[config.mk]
export PLATFORM = sky130hd
export DESIGN_NAME = mspid_track
export DESIGN_NICKNAME = d
export VERILOG_FILES = /design/src/hdl/mspid_pkg.sv /design/src/hdl/mspid_track.sv
export SDC_FILE = /design/constraint.sdc
export NUM_CORES = 1
export LEC_CHECK = 0
export BUFFER_PORTS_ARGS = -buffer_cell sky130_fd_sc_hd__buf_2
export CORE_ASPECT_RATIO = 1.1
export CORE_MARGIN = 2
export CORE_UTILIZATION = 35
export CTS_CLUSTER_DIAMETER = 60
export DETAILED_ROUTE_END_ITERATION = 16
export GPL_TIMING_DRIVEN = 0
export PLACE_DENSITY = 0.49
export SETUP_SLACK_MARGIN = 0.02
export SLEW_MARGIN = 20
export SYNTH_ARGS = -nofsm -noshare
export SYNTH_HDL_FRONTEND = slang
export SYNTH_SLANG_ARGS = --single-unit
[constraint.sdc]
create_clock -name clk -period 14.8 [get_ports clk]
set_clock_uncertainty 0.1 [all_clocks]
set_input_delay 4.44 -clock clk [delete_from_list [all_inputs] [get_ports clk]]
set_output_delay 4.44 -clock clk [all_outputs]
set_load 0.005 [all_outputs]
[src/hdl/mspid_pkg.sv]
package mspid_pkg;

  // control constants
  localparam int WARMUP_TICKS = 200;
  localparam int EARLY_END    = 290;
  localparam int STALL_LIMIT  = 50;
  localparam int STILL_MAX    = 63;
  localparam int SUM_LIMIT    = 3000;
  localparam int BRAKE_DRIVE  = -300;
  localparam int THR_FAST     = 35;
  localparam int THR_SLOW     = 43;

  // accumulator saturation before the divide, well outside any 16-bit drive
  localparam int SAT_MAX = 524287;
  localparam int SAT_MIN = -524288;

  // exact divide by ten for magnitudes below 2^20: floor(x * RECIP_10 / 2^RECIP_SHIFT)
  localparam int RECIP_10    = 1677722;
  localparam int RECIP_SHIFT = 24;

  localparam logic [1:0] SLOPE_UP1 = 2'd1;
  localparam logic [1:0] SLOPE_UP2 = 2'd2;

  localparam logic [2:0] ROAD_STRAIGHT   = 3'd1;
  localparam logic [2:0] ROAD_SMALL_S    = 3'd2;
  localparam logic [2:0] ROAD_T_JUNCTION = 3'd3;
  localparam logic [2:0] ROAD_U_TURN     = 3'd4;

  typedef enum logic [1:0] {
    MODE_RACE   = 2'd0,
    MODE_FAST   = 2'd1,
    MODE_STEADY = 2'd2,
    MODE_SAFE   = 2'd3
  } mode_t;

  typedef enum logic [1:0] {
    REG_DRIVE_MODE = 2'd0,
    REG_DRIVE_MAX  = 2'd1,
    REG_DRIVE_MIN  = 2'd2
  } reg_idx_t;

  typedef enum logic [1:0] {
    RSN_PID     = 2'd0,
    RSN_BRAKE   = 2'd1,
    RSN_STOPPED = 2'd2,
    RSN_STALL   = 2'd3
  } reason_t;

  typedef struct packed {
    logic [15:0]       encoder_count;
    logic              moving_forward;
    logic              start_line_seen;
    logic [1:0]        slope_class;
    logic [2:0]        road_class;
    logic [7:0]        road_end_row;
    logic signed [7:0] line_offset;
  } in_word_t;

  typedef struct packed {
    logic signed [15:0] drive;
    reason_t            drive_reason;
  } out_word_t;

  typedef struct packed {
    reg_idx_t    index;
    logic [15:0] value;
  } cfg_word_t;

  typedef struct packed {
    logic [6:0] kp;
    logic [1:0] ki;
    logic [1:0] kd;
  } coef_t;

  typedef struct packed {
    logic signed [9:0] tgt;
    coef_t             coef;
  } gains_t;

  typedef struct packed {
    logic [15:0] encoder_count;
    logic        moving_forward;
    logic        start_line_seen;
    gains_t      gains;
  } sched_word_t;

  // speed error width: holds target minus a full-range signed speed
  function automatic int err_bits(input int count_bits);
    return (count_bits + 2 > 11) ? count_bits + 2 : 11;
  endfunction

  typedef logic [8:0] sq_tab_t [129];

  function automatic sq_tab_t sq_div35_tab();
    sq_tab_t t;
    for (int i = 0; i <= 128; i++) t[i] = 9'((i * i) / 35);
    return t;
  endfunction

  function automatic sq_tab_t sq_div40_tab();
    sq_tab_t t;
    for (int i = 0; i <= 128; i++) t[i] = 9'((i * i) / 40);
    return t;
  endfunction

  // offset squared over 35 and over 40, indexed by the offset magnitude
  localparam sq_tab_t SQ_DIV35 = sq_div35_tab();
  localparam sq_tab_t SQ_DIV40 = sq_div40_tab();

endpackage

[src/hdl/mspid_track.sv]
module mspid_track #(
  parameter int COUNT_BITS = 16,
  localparam int EW = mspid_pkg::err_bits(COUNT_BITS)
) (
  input  logic                   clk,
  input  logic                   rst,
  input  mspid_pkg::mode_t       drive_mode,
  input  logic                   sched_valid,
  output logic                   sched_ready,
  input  mspid_pkg::sched_word_t sched_word,
  output logic                   pid_valid,
  input  logic                   pid_ready,
  output mspid_pkg::reason_t     pid_reason,
  output mspid_pkg::coef_t       pid_coef,
  output logic signed [EW-1:0]   pid_err,
  output logic signed [12:0]     pid_sum,
  output logic signed [EW:0]     pid_diff
);
  import mspid_pkg::*;

  // loop state
  logic [COUNT_BITS-1:0] last_count;
  logic [8:0]            tick_timer;
  logic [5:0]            still_ticks;
  logic signed [12:0]    error_sum;
  logic signed [EW-1:0]  prev_error;
  logic [5:0]            line_delay;
  logic [1:0]            stop_stage;

  logic                   fire;
  logic [COUNT_BITS+15:0] count_ext;
  logic [COUNT_BITS-1:0]  count_m;
  logic [COUNT_BITS-1:0]  delta;
  logic [EW-1:0]          spd_mag;
  logic signed [EW-1:0]   speed;
  logic signed [EW-1:0]   tgt_w;
  logic signed [EW-1:0]   err;
  logic signed [EW+1:0]   sum_wide;
  logic signed [12:0]     sum_base;
  logic signed [12:0]     sum_clamp;
  logic signed [EW:0]     diff;
  logic                   warm;
  logic [5:0]             still_next;
  logic [5:0]             ld_inc;
  logic [5:0]             thr;
  logic                   hit;
  logic                   stall;
  logic [8:0]             t_inc;
  logic                   early;
  logic                   emit;
  reason_t                reason;

  assign sched_ready = !pid_valid || pid_ready;
  assign fire        = sched_valid && sched_ready;

  always_comb begin
    count_ext  = {COUNT_BITS'(0), sched_word.encoder_count};
    count_m    = count_ext[COUNT_BITS-1:0];
    delta      = count_m - last_count;
    spd_mag    = EW'({1'b0, delta});
    speed      = sched_word.moving_forward ? $signed(spd_mag) : -$signed(spd_mag);
    warm       = tick_timer < 9'(WARMUP_TICKS);
    still_next = (speed != '0) ? 6'd0 :
                 (still_ticks == 6'(STILL_MAX)) ? still_ticks : still_ticks + 6'd1;
    ld_inc     = line_delay + 6'd1;
    thr        = (drive_mode == MODE_RACE || drive_mode == MODE_FAST) ?
                 6'(THR_FAST) : 6'(THR_SLOW);
    hit        = sched_word.start_line_seen && (ld_inc == thr);
    stall      = still_next > 6'(STALL_LIMIT);

    t_inc    = tick_timer + 9'd1;
    early    = t_inc < 9'(EARLY_END);
    tgt_w    = EW'(sched_word.gains.tgt);
    // overspeed in the early phase drops the integral
    sum_base = (early && speed > tgt_w) ? 13'sd0 : error_sum;
    err      = tgt_w - speed;
    sum_wide = (EW+2)'(sum_base) + (EW+2)'(err);
    priority if (sum_wide > (EW+2)'(SUM_LIMIT)) sum_clamp = 13'(SUM_LIMIT);
    else if (sum_wide < (EW+2)'(-SUM_LIMIT)) sum_clamp = 13'(-SUM_LIMIT);
    else sum_clamp = 13'(sum_wide);
    diff = (EW+1)'(err) - (EW+1)'(prev_error);

    priority if (hit && stop_stage == 2'd2) reason = RSN_STOPPED;
    else if (hit) reason = RSN_BRAKE;
    else if (stall) reason = RSN_STALL;
    else reason = RSN_PID;

    emit = !warm && (!hit || stop_stage == 2'd2 || sched_word.moving_forward);
  end

  always_ff @(posedge clk) begin
    if (rst) begin
      last_count  <= '0;
      tick_timer  <= '0;
      still_ticks <= '0;
      error_sum   <= '0;
      prev_error  <= '0;
      line_delay  <= '0;
      stop_stage  <= '0;
      pid_valid   <= 1'b0;
    end else begin
      if (sched_ready) pid_valid <= fire && emit;
      if (fire) begin
        if (warm) begin
          tick_timer <= t_inc;
        end else begin
          last_count  <= count_m;
          still_ticks <= still_next;
          if (sched_word.start_line_seen) line_delay <= hit ? line_delay : ld_inc;
          if (hit && stop_stage != 2'd2 && !sched_word.moving_forward) begin
            stop_stage <= stop_stage + 2'd1;
          end
          if (!hit && !stall) begin
            if (early) tick_timer <= t_inc;
            error_sum  <= sum_clamp;
            prev_error <= err;
          end
        end
      end
    end
  end

  always_ff @(posedge clk) begin
    if (fire && emit) begin
      pid_reason <= reason;
      pid_coef   <= sched_word.gains.coef;
      pid_err    <= err;
      pid_sum    <= sum_clamp;
      pid_diff   <= diff;
    end
  end

endmodule

==> flow_summary_export.csv <==
group,metric,value,unit
critical_path,critical_path_class,"in2reg",
pwr,leakage,4.37,nW
critical_path,critPathLaunch,"sched_word[27]",
sta,drv_slew,0,
place,dp_slack,1.54,ns
sta,worst_slew_pin_slew,0.793,ns
sta,slew_headroom,0.471,
route,wl_per_cell,15.3,microns
clock_network,cts-root-buf,"clkbuf_16",
critical_path,slowest_stage,"a221oi_1",
route,drc_errors,0,
die,ioPinCount,110,
critical_path,r2r_start,"last_count[4]",
worst_hold_path,holdCritPathClass,"reg2reg",
critical_path,crit_path_max_fanout,10,
grt,grt_max_degree,48,
critical_path,crit_family,"compound AO/OA/AOI/OAI gates",
route,ant_nets,0,
logic_synthesis,yosys_warnings,0,
die,die_h,177,microns
clock_network,cts_hold_buf,0,
critical_path,slowest_delay,0.70,ns
final_layout,drive_gt1_frac,0.148,
critical_path,crit_end,"pid_sum[3]",
route,drtIter0Drc,485,
sta,finalHoldViolations,0,
final_layout,nets,1359,
critical_path,rr_worst_depth,30,
clock_network,cts.sinks,134,
sta,setup_viol,0,
place,detailed_place_hpwl,19.3,mm
logic_synthesis,synth-seq-cells,134,
route,dr.pass1.iters,5,
final_layout,area_growth,17.3,%
clock_network,cts_tree,"yes",
die,initial_core_util,0.355,
route,vias_per_cell,5.14,
grt,overflow,0,
die,fp.coreArea,26800,sq um
critical_path,cp_common_cell,"a21oi_1",
sta,fin_ws,2.28,ns
grt,antenna_found_initial,1,
logic_synthesis,synth_ff_type,"dfxtp_1",
logic_synthesis,ys_seq_area_frac,0.348,
grt,grt_pass1_wl,39.9,mm
logic_synthesis,ys_types,85,
grt,grt_pass1_vias,7840,
logic_synthesis,async_flop_share,0,
critical_path,worst_ep_required_time,14.87,ns
critical_path,crit_arrival,12.59,ns
sta,rsz0062_at_grt,"false",
clock_network,post_cts_resized,0,
clock_network,htreeDepth,4,
logic_synthesis,syn_avg_cell_area,8.55,sq um
die,die_area,28500,sq um
place,gp_congestion,0.871,
sta,timing.setup.tns,0,ns
clock_network,cts.path.max_buffers,2,
route,vias,8277,
logic_synthesis,synth_nets,1231,
flow_run,maxCapViolations,0,
critical_path,path_buf_inv,2,
logic_synthesis,synth_enable_flop_cells,63,
grt,track_usage,0.176,
clock_network,postCtsSetupBuffers,0,
clock_network,path_clk_slew,0.07,ns
route,wl,24.7,mm
logic_synthesis,synthesis.area,9510,sq um
pwr,finalPower,0.00128,W
logic_synthesis,synthCells,1112,
sta,max_clock_freq,79.9,MHz
clock_network,clk_latency,0.43,ns
critical_path,startpoint_type,"input pin",
clock_network,cts_inserted_buffers,17,
critical_path,r2r_slack,6.05,ns
pwr,power.density,115,nW/um^2
place,io_buffers,108,
outcome,status,"complete, no violations",
critical_path,cp-end-kind,"flop",
critical_path,cp.depth,30,
die,dieWidth,161,microns
sta,fin_crit,12.52,ns
critical_path,r2r_end,"pid_sum[3]",
sta,fin_crit_sh,0.846,
worst_hold_path,hold_start,"last_count[5]",
die,num_rows,63,
pwr,ir_drop,0.0685,mV
-- worst min path at each step --
stage / endpoint / slack, ns / cells past startpoint
after floorplan: last_count[10] / 0.34 / 2
after global placement: last_count[5] / 0.34 / 2
after detailed placement: last_count[4] / 0.35 / 2
after CTS: last_count[4] / 0.36 / 2
after global routing: prev_error[2] / 0.37 / 2
final: last_count[5] / 0.35 / 2
-- layout by cell type, fill, tap and decap left out, types with 8 or more instances in the layout --
master,Yosys,routed
a311oi_1,12,12
and3_1,20,20
a21oi_1,83,83
inv_1,78,77
clkbuf_1,30,30
nand3_1,34,34
nor2b_1,12,12
dfxtp_1,71,71
o21ai_0,42,42
a21o_1,22,22
o211ai_1,10,10
nor2_1,94,94
ha_1,70,70
and2_1,10,10
nand4_1,16,16
or3_1,15,15
nand2_1,130,130
a211oi_1,11,11
xnor2_1,48,48
mux2i_1,8,8
nand2b_1,14,14
a31oi_1,15,15
clkbuf_16,0,17
nor3_1,30,30
xor2_1,25,25
buf_2,9,117
edfxtp_1,63,63
o21bai_1,8,8
-- stage by stage --
step                instances   util  instance area (sq um)  hold WS (ns)
detailed placement       1578  0.393                  10500         0.347
global placement         1577  0.392                  10500         0.342
CTS                      1610  0.416                  11100         0.357
floorplan                1112      -                   9510         0.336
global route             1610  0.416                  11100         0.374
finish                   1611  0.416                  11100         0.354
-- final cells by class --
| class | count | area, sq um |
|---|---|---|
| inverters | 78 | 295 |
| well taps | 357 | 447 |
| repair buffers | 109 | 568 |
| diodes | 1 | 2.50 |
| clock inverters | 15 | 190 |
| clock buffers | 17 | 425 |
| multi-input cells | 856 | 5700 |
| fillers | 2815 | 15700 |
| flip-flops and latches | 134 | 3310 |
| plain buffers | 44 | 206 |
-- tightest hold or removal path, stage by stage, from the launching register on --
cell and delay (ns):
dfxtp_1 0.31, nand2_1 0.05, a21oi_1 0.05
-- synth_stat cells, drive strengths merged, types with 5 or more instances --
library cell,instances,share of area
xnor2,49,0.046
and3,20,0.013
ha,70,0.092
inv,78,0.031
a21boi,5,0.0039
a31oi,15,0.0099
xor2,25,0.023
nor3,31,0.017
mux2i,8,0.0084
o21a,5,0.0039
or3,15,0.0099
a31o,6,0.0055
a311oi,12,0.011
nand2,130,0.051
dfxtp,71,0.15
o21ai,43,0.023
edfxtp,63,0.20
clkbuf,30,0.012
nand4,16,0.011
a21o,23,0.018
nand2b,14,0.0092
o31ai,6,0.0047
nand3,34,0.018
and2,11,0.0072
nor2,94,0.037
or2,9,0.0059
a211oi,15,0.014
a211o,5,0.0046
nor2b,12,0.0079
buf,14,0.0099
o211ai,10,0.0079
nor4,9,0.0072
o21bai,8,0.0063
a21oi,84,0.045
-- sequential cells by signal, summed over array words and instances, names as in the netlist --
name / cells
tick_timer: 9
pid_err: 18
pid_valid: 1
pid_sum: 13
stop_stage: 2
prev_error: 18
pid_diff: 19
line_delay: 6
last_count: 16
pid_reason: 2
still_ticks: 6
pid_coef: 11
error_sum: 13
-- cell families (layout without fill, tap and decap cells) --
logic type | after synthesis | after routing | share of synthesized area
compound gates | 276 | 276 | 0.199
xor+xnor | 74 | 74 | 0.0690
simple gates | 421 | 421 | 0.218
buf+inv | 122 | 263 | 0.0525
fa+ha+maj | 74 | 74 | 0.101
other cells | 0 | 1 | 0
mux | 11 | 11 | 0.0120
flops | 134 | 134 | 0.348
-- layer usage --
metal / vias up / global-route usage / routed length, microns
li1: 4286 / - / -
met1: 3819 / 0.224 / 11700
met2: 148 / 0.307 / 11900
met3: 24 / 0.0288 / 838
met4: 0 / 0.0521 / 375
met5: - / 0 / 0
-- where the power goes --
| group | total [W] | internal [W] | switching (W) |
|---|---|---|---|
| registers | 0.000409 | 0.000408 | 0.000000929 |
| logic | 0.000419 | 0.000159 | 0.000260 |
| clock network | 0.000454 | 0.000270 | 0.000184 |
| total | 0.00128 | 0.000838 | 0.000445 |
(Power assumes the default switching activity.)
