<file path="src/hdl/mspid_pkg.sv">
package mspid_pkg;

  // control constants
  localparam int WARMUP_TICKS = 200;
  localparam int EARLY_END    = 290;
  localparam int STALL_LIMIT  = 50;
  localparam int STILL_MAX    = 63;
  localparam int SUM_LIMIT    = 3000;
  localparam int BRAKE_DRIVE  = -300;
  localparam int THR_FAST     = 35;
  localparam int THR_SLOW     = 43;

  // accumulator saturation before the divide, well outside any 16-bit drive
  localparam int SAT_MAX = 524287;
  localparam int SAT_MIN = -524288;

  // exact divide by ten for magnitudes below 2^20: floor(x * RECIP_10 / 2^RECIP_SHIFT)
  localparam int RECIP_10    = 1677722;
  localparam int RECIP_SHIFT = 24;

  localparam logic [1:0] SLOPE_UP1 = 2'd1;
  localparam logic [1:0] SLOPE_UP2 = 2'd2;

  localparam logic [2:0] ROAD_STRAIGHT   = 3'd1;
  localparam logic [2:0] ROAD_SMALL_S    = 3'd2;
  localparam logic [2:0] ROAD_T_JUNCTION = 3'd3;
  localparam logic [2:0] ROAD_U_TURN     = 3'd4;

  typedef enum logic [1:0] {
    MODE_RACE   = 2'd0,
    MODE_FAST   = 2'd1,
    MODE_STEADY = 2'd2,
    MODE_SAFE   = 2'd3
  } mode_t;

  typedef enum logic [1:0] {
    REG_DRIVE_MODE = 2'd0,
    REG_DRIVE_MAX  = 2'd1,
    REG_DRIVE_MIN  = 2'd2
  } reg_idx_t;

  typedef enum logic [1:0] {
    RSN_PID     = 2'd0,
    RSN_BRAKE   = 2'd1,
    RSN_STOPPED = 2'd2,
    RSN_STALL   = 2'd3
  } reason_t;

  typedef struct packed {
    logic [15:0]       encoder_count;
    logic              moving_forward;
    logic              start_line_seen;
    logic [1:0]        slope_class;
    logic [2:0]        road_class;
    logic [7:0]        road_end_row;
    logic signed [7:0] line_offset;
  } in_word_t;

  typedef struct packed {
    logic signed [15:0] drive;
    reason_t            drive_reason;
  } out_word_t;

  typedef struct packed {
    reg_idx_t    index;
    logic [15:0] value;
  } cfg_word_t;

  typedef struct packed {
    logic [6:0] kp;
    logic [1:0] ki;
    logic [1:0] kd;
  } coef_t;

  typedef struct packed {
    logic signed [9:0] tgt;
    coef_t             coef;
  } gains_t;

  typedef struct packed {
    logic [15:0] encoder_count;
    logic        moving_forward;
    logic        start_line_seen;
    gains_t      gains;
  } sched_word_t;

  // speed error width: holds target minus a full-range signed speed
  function automatic int err_bits(input int count_bits);
    return (count_bits + 2 > 11) ? count_bits + 2 : 11;
  endfunction

  typedef logic [8:0] sq_tab_t [129];

  function automatic sq_tab_t sq_div35_tab();
    sq_tab_t t;
    for (int i = 0; i <= 128; i++) t[i] = 9'((i * i) / 35);
    return t;
  endfunction

  function automatic sq_tab_t sq_div40_tab();
    sq_tab_t t;
    for (int i = 0; i <= 128; i++) t[i] = 9'((i * i) / 40);
    return t;
  endfunction

  // offset squared over 35 and over 40, indexed by the offset magnitude
  localparam sq_tab_t SQ_DIV35 = sq_div35_tab();
  localparam sq_tab_t SQ_DIV40 = sq_div40_tab();

endpackage

</file>
<file path="src/hdl/mspid_chan.sv">
interface mspid_chan #(parameter type data_t = logic);
  logic  valid;
  logic  ready;
  data_t data;

  modport source (output valid, output data, input ready);
  modport sink   (input valid, input data, output ready);
endinterface

</file>
<file path="src/hdl/mspid_pid.sv">
module mspid_pid #(
  parameter int COUNT_BITS = 16,
  localparam int EW = mspid_pkg::err_bits(COUNT_BITS)
) (
  input  logic                 clk,
  input  logic                 rst,
  input  logic signed [15:0]   drive_max,
  input  logic signed [15:0]   drive_min,
  input  logic                 pid_valid,
  output logic                 pid_ready,
  input  mspid_pkg::reason_t   pid_reason,
  input  mspid_pkg::coef_t     pid_coef,
  input  logic signed [EW-1:0] pid_err,
  input  logic signed [12:0]   pid_sum,
  input  logic signed [EW:0]   pid_diff,
  mspid_chan.source            result
);
  import mspid_pkg::*;

  localparam int AW = EW + 9;

  // product stage
  logic                 m_valid;
  reason_t              m_reason;
  logic signed [EW+7:0] m_p;
  logic signed [15:0]   m_i;
  logic signed [EW+3:0] m_d;

  // saturated magnitude stage
  logic        a_valid;
  reason_t     a_reason;
  logic [19:0] a_mag;
  logic        a_neg;

  // quotient stage
  logic        q_valid;
  reason_t     q_reason;
  logic [15:0] q_val;
  logic        q_neg;

  logic m_free;
  logic a_free;
  logic q_free;
  logic out_free;

  logic signed [EW+7:0] p_next;
  logic signed [15:0]   i_next;
  logic signed [EW+3:0] d_next;
  logic signed [AW-1:0] acc;
  logic signed [19:0]   acc_sat;
  logic [19:0]          mag_next;
  logic [39:0]          prod;
  logic signed [16:0]   dq;
  logic signed [15:0]   pid_drive;
  out_word_t            out_next;

  assign out_free  = !result.valid || result.ready;
  assign q_free    = !q_valid || out_free;
  assign a_free    = !a_valid || q_free;
  assign m_free    = !m_valid || a_free;
  assign pid_ready = m_free;

  always_comb begin
    p_next = $signed({1'b0, pid_coef.kp}) * pid_err;
    i_next = $signed({1'b0, pid_coef.ki}) * pid_sum;
    d_next = $signed({1'b0, pid_coef.kd}) * pid_diff;

    acc = AW'(m_p) + AW'(m_i) + AW'(m_d);
    // clip far outside the drive range so the divide stays narrow
    priority if (acc > AW'(SAT_MAX)) acc_sat = 20'(SAT_MAX);
    else if (acc < AW'(SAT_MIN)) acc_sat = 20'(SAT_MIN);
    else acc_sat = 20'(acc);
    mag_next = acc_sat[19] ? 20'(-acc_sat) : 20'(acc_sat);

    prod = a_mag * 21'(RECIP_10);

    // divide truncates toward zero, then the max clamp wins over the min clamp
    dq = q_neg ? -$signed({1'b0, q_val}) : $signed({1'b0, q_val});
    priority if (dq > 17'(drive_max)) pid_drive = drive_max;
    else if (dq < 17'(drive_min)) pid_drive = drive_min;
    else pid_drive = dq[15:0];

    out_next.drive_reason = q_reason;
    unique case (q_reason)
      RSN_PID:     out_next.drive = pid_drive;
      RSN_BRAKE:   out_next.drive = 16'(BRAKE_DRIVE);
      RSN_STOPPED: out_next.drive = 16'sd0;
      RSN_STALL:   out_next.drive = 16'sd0;
      default:     out_next.drive = 16'sd0;
    endcase
  end

  always_ff @(posedge clk) begin
    if (rst) begin
      m_valid      <= 1'b0;
      a_valid      <= 1'b0;
      q_valid      <= 1'b0;
      result.valid <= 1'b0;
    end else begin
      if (m_free) m_valid <= pid_valid;
      if (a_free) a_valid <= m_valid;
      if (q_free) q_valid <= a_valid;
      if (out_free) result.valid <= q_valid;
    end
  end

  always_ff @(posedge clk) begin
    if (m_free && pid_valid) begin
      m_reason <= pid_reason;
      m_p      <= p_next;
      m_i      <= i_next;
      m_d      <= d_next;
    end
    if (a_free && m_valid) begin
      a_reason <= m_reason;
      a_mag    <= mag_next;
      a_neg    <= acc_sat[19];
    end
    if (q_free && a_valid) begin
      q_reason <= a_reason;
      q_val    <= prod[RECIP_SHIFT+15:RECIP_SHIFT];
      q_neg    <= a_neg;
    end
    if (out_free && q_valid) result.data <= out_next;
  end

endmodule

</file>
<file path="src/flat_wrapper.sv">
// flat-port wrapper written by rule: the top's interface ports become plain ports
module mspid_pid_flat import mspid_pkg::*;
#(
  parameter int COUNT_BITS = 16,
  localparam int EW = mspid_pkg::err_bits(COUNT_BITS)
)
  (clk, rst, drive_max, drive_min, pid_valid, pid_ready, pid_reason, pid_coef, pid_err, pid_sum, pid_diff, result_valid, result_data, result_ready);
  mspid_chan result_i ();
  input  logic clk;
  input  logic rst;
  input  logic signed [15:0] drive_max;
  input  logic signed [15:0] drive_min;
  input  logic pid_valid;
  output logic pid_ready;
  input  mspid_pkg::reason_t pid_reason;
  input  mspid_pkg::coef_t pid_coef;
  input  logic signed [EW-1:0] pid_err;
  input  logic signed [12:0] pid_sum;
  input  logic signed [EW:0] pid_diff;
  output wire logic [$bits(result_i.valid)-1:0] result_valid;
  output wire logic [$bits(result_i.data)-1:0] result_data;
  input wire logic [$bits(result_i.ready)-1:0] result_ready;
  assign result_valid = result_i.valid;
  assign result_data = result_i.data;
  assign result_i.ready = result_ready;
  mspid_pid #(.COUNT_BITS(COUNT_BITS)) u_core (.clk(clk), .rst(rst), .drive_max(drive_max), .drive_min(drive_min), .pid_valid(pid_valid), .pid_ready(pid_ready), .pid_reason(pid_reason), .pid_coef(pid_coef), .pid_err(pid_err), .pid_sum(pid_sum), .pid_diff(pid_diff), .result(result_i));
endmodule
</file>
<file path="config.mk">
export PLATFORM = sky130hd
export DESIGN_NAME = mspid_pid_flat
export DESIGN_NICKNAME = d
export VERILOG_FILES = /design/src/hdl/mspid_pkg.sv /design/src/hdl/mspid_chan.sv /design/src/hdl/mspid_pid.sv /design/src/flat_wrapper.sv
export SDC_FILE = /design/constraint.sdc
export NUM_CORES = 1
export LEC_CHECK = 0
export BUFFER_PORTS_ARGS = -buffer_cell sky130_fd_sc_hd__buf_2
export CORE_AREA = 3 3 46 48
export DETAILED_ROUTE_END_ITERATION = 7
export DIE_AREA = 0 0 49 51
export PLACE_DENSITY_LB_ADDON = 0.2
export SETUP_SLACK_MARGIN = 0.05
export SYNTH_ARGS = -nofsm -noshare
export SYNTH_HDL_FRONTEND = slang
export SYNTH_SLANG_ARGS = --single-unit
</file>
<file path="constraint.sdc">
create_clock -name clk -period 2.43 [get_ports clk]
set_clock_uncertainty 0.2 [all_clocks]
set_input_delay 0.243 -clock clk [delete_from_list [all_inputs] [get_ports clk]]
set_output_delay 0.243 -clock clk [all_outputs]
set_load 0.05 [all_outputs]
</file>
==> results.sh <==
export IMPL_status="finished clean"
export IMPL_reg2reg_slack_ns=1.19
export IMPL_wirelength_um=532
export IMPL_ioPinCount=102
export IMPL_numPortBuffers=7
export IMPL_die_area_um2=2500
export IMPL_maxCapViolations=0
export IMPL_hold_viol=0
export IMPL_synth_warnings=0
export IMPL_remaining_drc_errors=0
export IMPL_vdd_drop_max_mv=0.190
export IMPL_cp_buffers_inverters=1
export IMPL_yosysTopAreaCell="edfxtp_1"
export IMPL_syn_area_um2=312
export IMPL_grt_pass1_wl_um=931
export IMPL_ant_nets=0
export IMPL_post_cts_buffers=0
export IMPL_grt_usage_pct=5.13
export IMPL_fill_cells=195
export IMPL_crit_path_max_fanout=5
export IMPL_synth_top_cell_area_share_pct=38.6
export IMPL_grt_overflow_total=0
export IMPL_rsz0062_at_grt="false"
export IMPL_p_leak_nw=0.161
export IMPL_cts_buffers=3
export IMPL_max_stage_delay_ns=0.38
export IMPL_cp_top_family="flip-flops"
export IMPL_final_setup_tns_ns=0
export IMPL_crit_end="pid_ready"
export IMPL_clk_pin_slew_ns=0.06
export IMPL_wl_per_cell_um=8.31
export IMPL_antenna_found_initial=0
export IMPL_via_count=225
export IMPL_p_per_area_nw_per_um2=660
export IMPL_max_freq_mhz=610
export IMPL_worstSetupPathDepth=3
export IMPL_hpwl_um=412
export IMPL_area_growth_syn_to_layout_pct=36.1
export IMPL_dieWidth_um=49
export IMPL_ys_seq_elements=8
export IMPL_diodes=0
export IMPL_crit_chain="and4b_1 -> nand2_1 -> buf_2"
export IMPL_cts_root_buffer="clkbuf_4"
export IMPL_ys_types=14
export IMPL_ys_seq_area_share_pct=64.3
export IMPL_clk_latency_ns=0.25
export IMPL_nNetsFinal=139
export IMPL_grt_pass1_vias=246
export IMPL_cts_sinks=8
export IMPL_drt_first_pass_iters=2
export IMPL_cts_path_max_buffers=2
export IMPL_rows=15
export IMPL_crit_slowest_cell="dfxtp_1"
export IMPL_syn_inst=26
export IMPL_fp_coreArea_um2=1750
export IMPL_worst_slew_pin_slew_ns=0.250
export IMPL_cts_tree="yes"
export IMPL_report_final_slew_viol_count=0
export IMPL_power_mw=0.280
export IMPL_startpoint="u_core.q_valid"
export IMPL_relSlewSlack_pct=83.4
export IMPL_die_h_um=51
export IMPL_min_path_type="in -> reg"
export IMPL_rr_worst_depth=2
export IMPL_crit_arrival_ns=1.20
export IMPL_worstReg2RegEnd="u_core.m_reason[0]"
export IMPL_endpoint_kind="output pin"
export IMPL_reg2reg_from="u_core.q_valid"
export IMPL_crit_type="reg -> out"
export IMPL_synth_area_top_cells="edfxtp_1 39%, dfxtp_1 26%, o41ai_2 5.2%"
export IMPL_first_iter_violations=1
export IMPL_layout_min_cycle_time_ns=1.64
export IMPL_initial_core_util_pct=17.8
export IMPL_required_ns=1.99
export IMPL_fin_crit_sh_pct=67.5
export IMPL_report_final_setup_viol=0
export IMPL_gp_congestion=0.727
export IMPL_syn_mean_instance_area_um2=12.0
export IMPL_viasPerCell=3.52
export IMPL_drive_gt1_share_pct=33.3
export IMPL_synth_nets=125
export IMPL_startpoint_type="flip-flop"
export IMPL_grt_max_degree=6
export IMPL_cts_max_level=1
[Yosys cell counts, drive strengths merged]
master,n
a21boi,1
a21oi,3
and4b,1
dfxtp,4
edfxtp,4
inv,3
nand2,2
nand2b,2
nand3b,1
nor2,2
nor2b,1
o21ba,1
o41ai,1
[metal layers]
metal  wire, um  track usage [%]  up-vias
met1        233             4.80      101
met5          0                0        -
met2        261             8.14        7
met4          0             5.69        0
met3         37             2.04        0
li1           -                -      117
[sequential cells by signal, summed over array words and instances (netlist names)]
name,flops
u_core.result.data,1
u_core.q_reason,1
u_core.m_reason,1
u_core.q_valid,1
u_core.result.valid,1
u_core.m_valid,1
u_core.a_valid,1
u_core.a_reason,1
[layout by cell type (no fill, tap or decap)]
cell | Yosys | layout
edfxtp_1 | 4 | 4
dlygate4sd3_1 | 0 | 2
dfxtp_1 | 4 | 4
nor2_1 | 2 | 2
o41ai_2 | 1 | 1
clkbuf_4 | 0 | 3
clkbuf_1 | 0 | 1
and4b_1 | 1 | 1
a21oi_1 | 3 | 3
o21ba_2 | 1 | 1
nand2_1 | 2 | 2
nor2b_1 | 1 | 1
nand2b_1 | 2 | 2
buf_2 | 0 | 7
nand3b_1 | 1 | 1
a21boi_1 | 1 | 1
inv_2 | 1 | 1
inv_1 | 2 | 2
[power by group]
group	leakage (nW)	total (mW)	internal, mW	switching [mW]
clock	0.0150	0.111	0.0630	0.0480
sequential	0.0702	0.151	0.148	0.00310
combinational	0.0756	0.0178	0.00919	0.00864
total	0.161	0.280	0.220	0.0597
[cells by family after synthesis]
logic type / Yosys count / synth area share (%)
flip-flops: 8 / 64.3
buffers and inverters: 3 / 3.61
AND/OR/NAND/NOR: 9 / 16.5
AO/OA/AOI/OAI: 6 / 15.7
[metrics by stage]
step	instance area, um2	setup WS (ns)	hold WS, ns	instances	util, %
detailed placement	378	1.04	0.206	58	21.6
global route	424	0.677	0.0170	64	24.3
floorplan	312	0.700	0.112	26	-
finish	424	0.790	0.00831	64	24.3
CTS	424	0.776	0.00292	64	24.3
global placement	378	1.04	0.203	58	21.6
[timing repair]
action	4_1_cts	5_1_grt
hold buffers	2	0
hold endpoints to repair	2	0
gates resized for setup	0	0
[how the worst min path moves through the flow]
stage                             from                  end  slack (ns)  cells past startpoint
finish                             rst  u_core.result.valid       0.008                      2
global route                       rst       u_core.q_valid        0.02                      2
CTS                                rst  u_core.result.valid       0.003                      2
detailed placement  u_core.q_reason[0]   u_core.result.data        0.21                      0
global placement    u_core.m_reason[0]   u_core.a_reason[0]        0.20                      0
floorplan                          rst       u_core.q_valid        0.11                      1
[final cells by class]
| type | count | area (um2) | area share [%] |
|---|---|---|---|
| flip-flops and latches | 8 | 200 | 47.2 |
| multi-input cells | 15 | 100 | 23.6 |
| repair buffers | 9 | 55.1 | 13.0 |
| well taps | 25 | 31.3 | 7.37 |
| clock buffers | 4 | 26.3 | 6.19 |
| inverters | 3 | 11.3 | 2.65 |
Power figures use the tool's default switching activity.
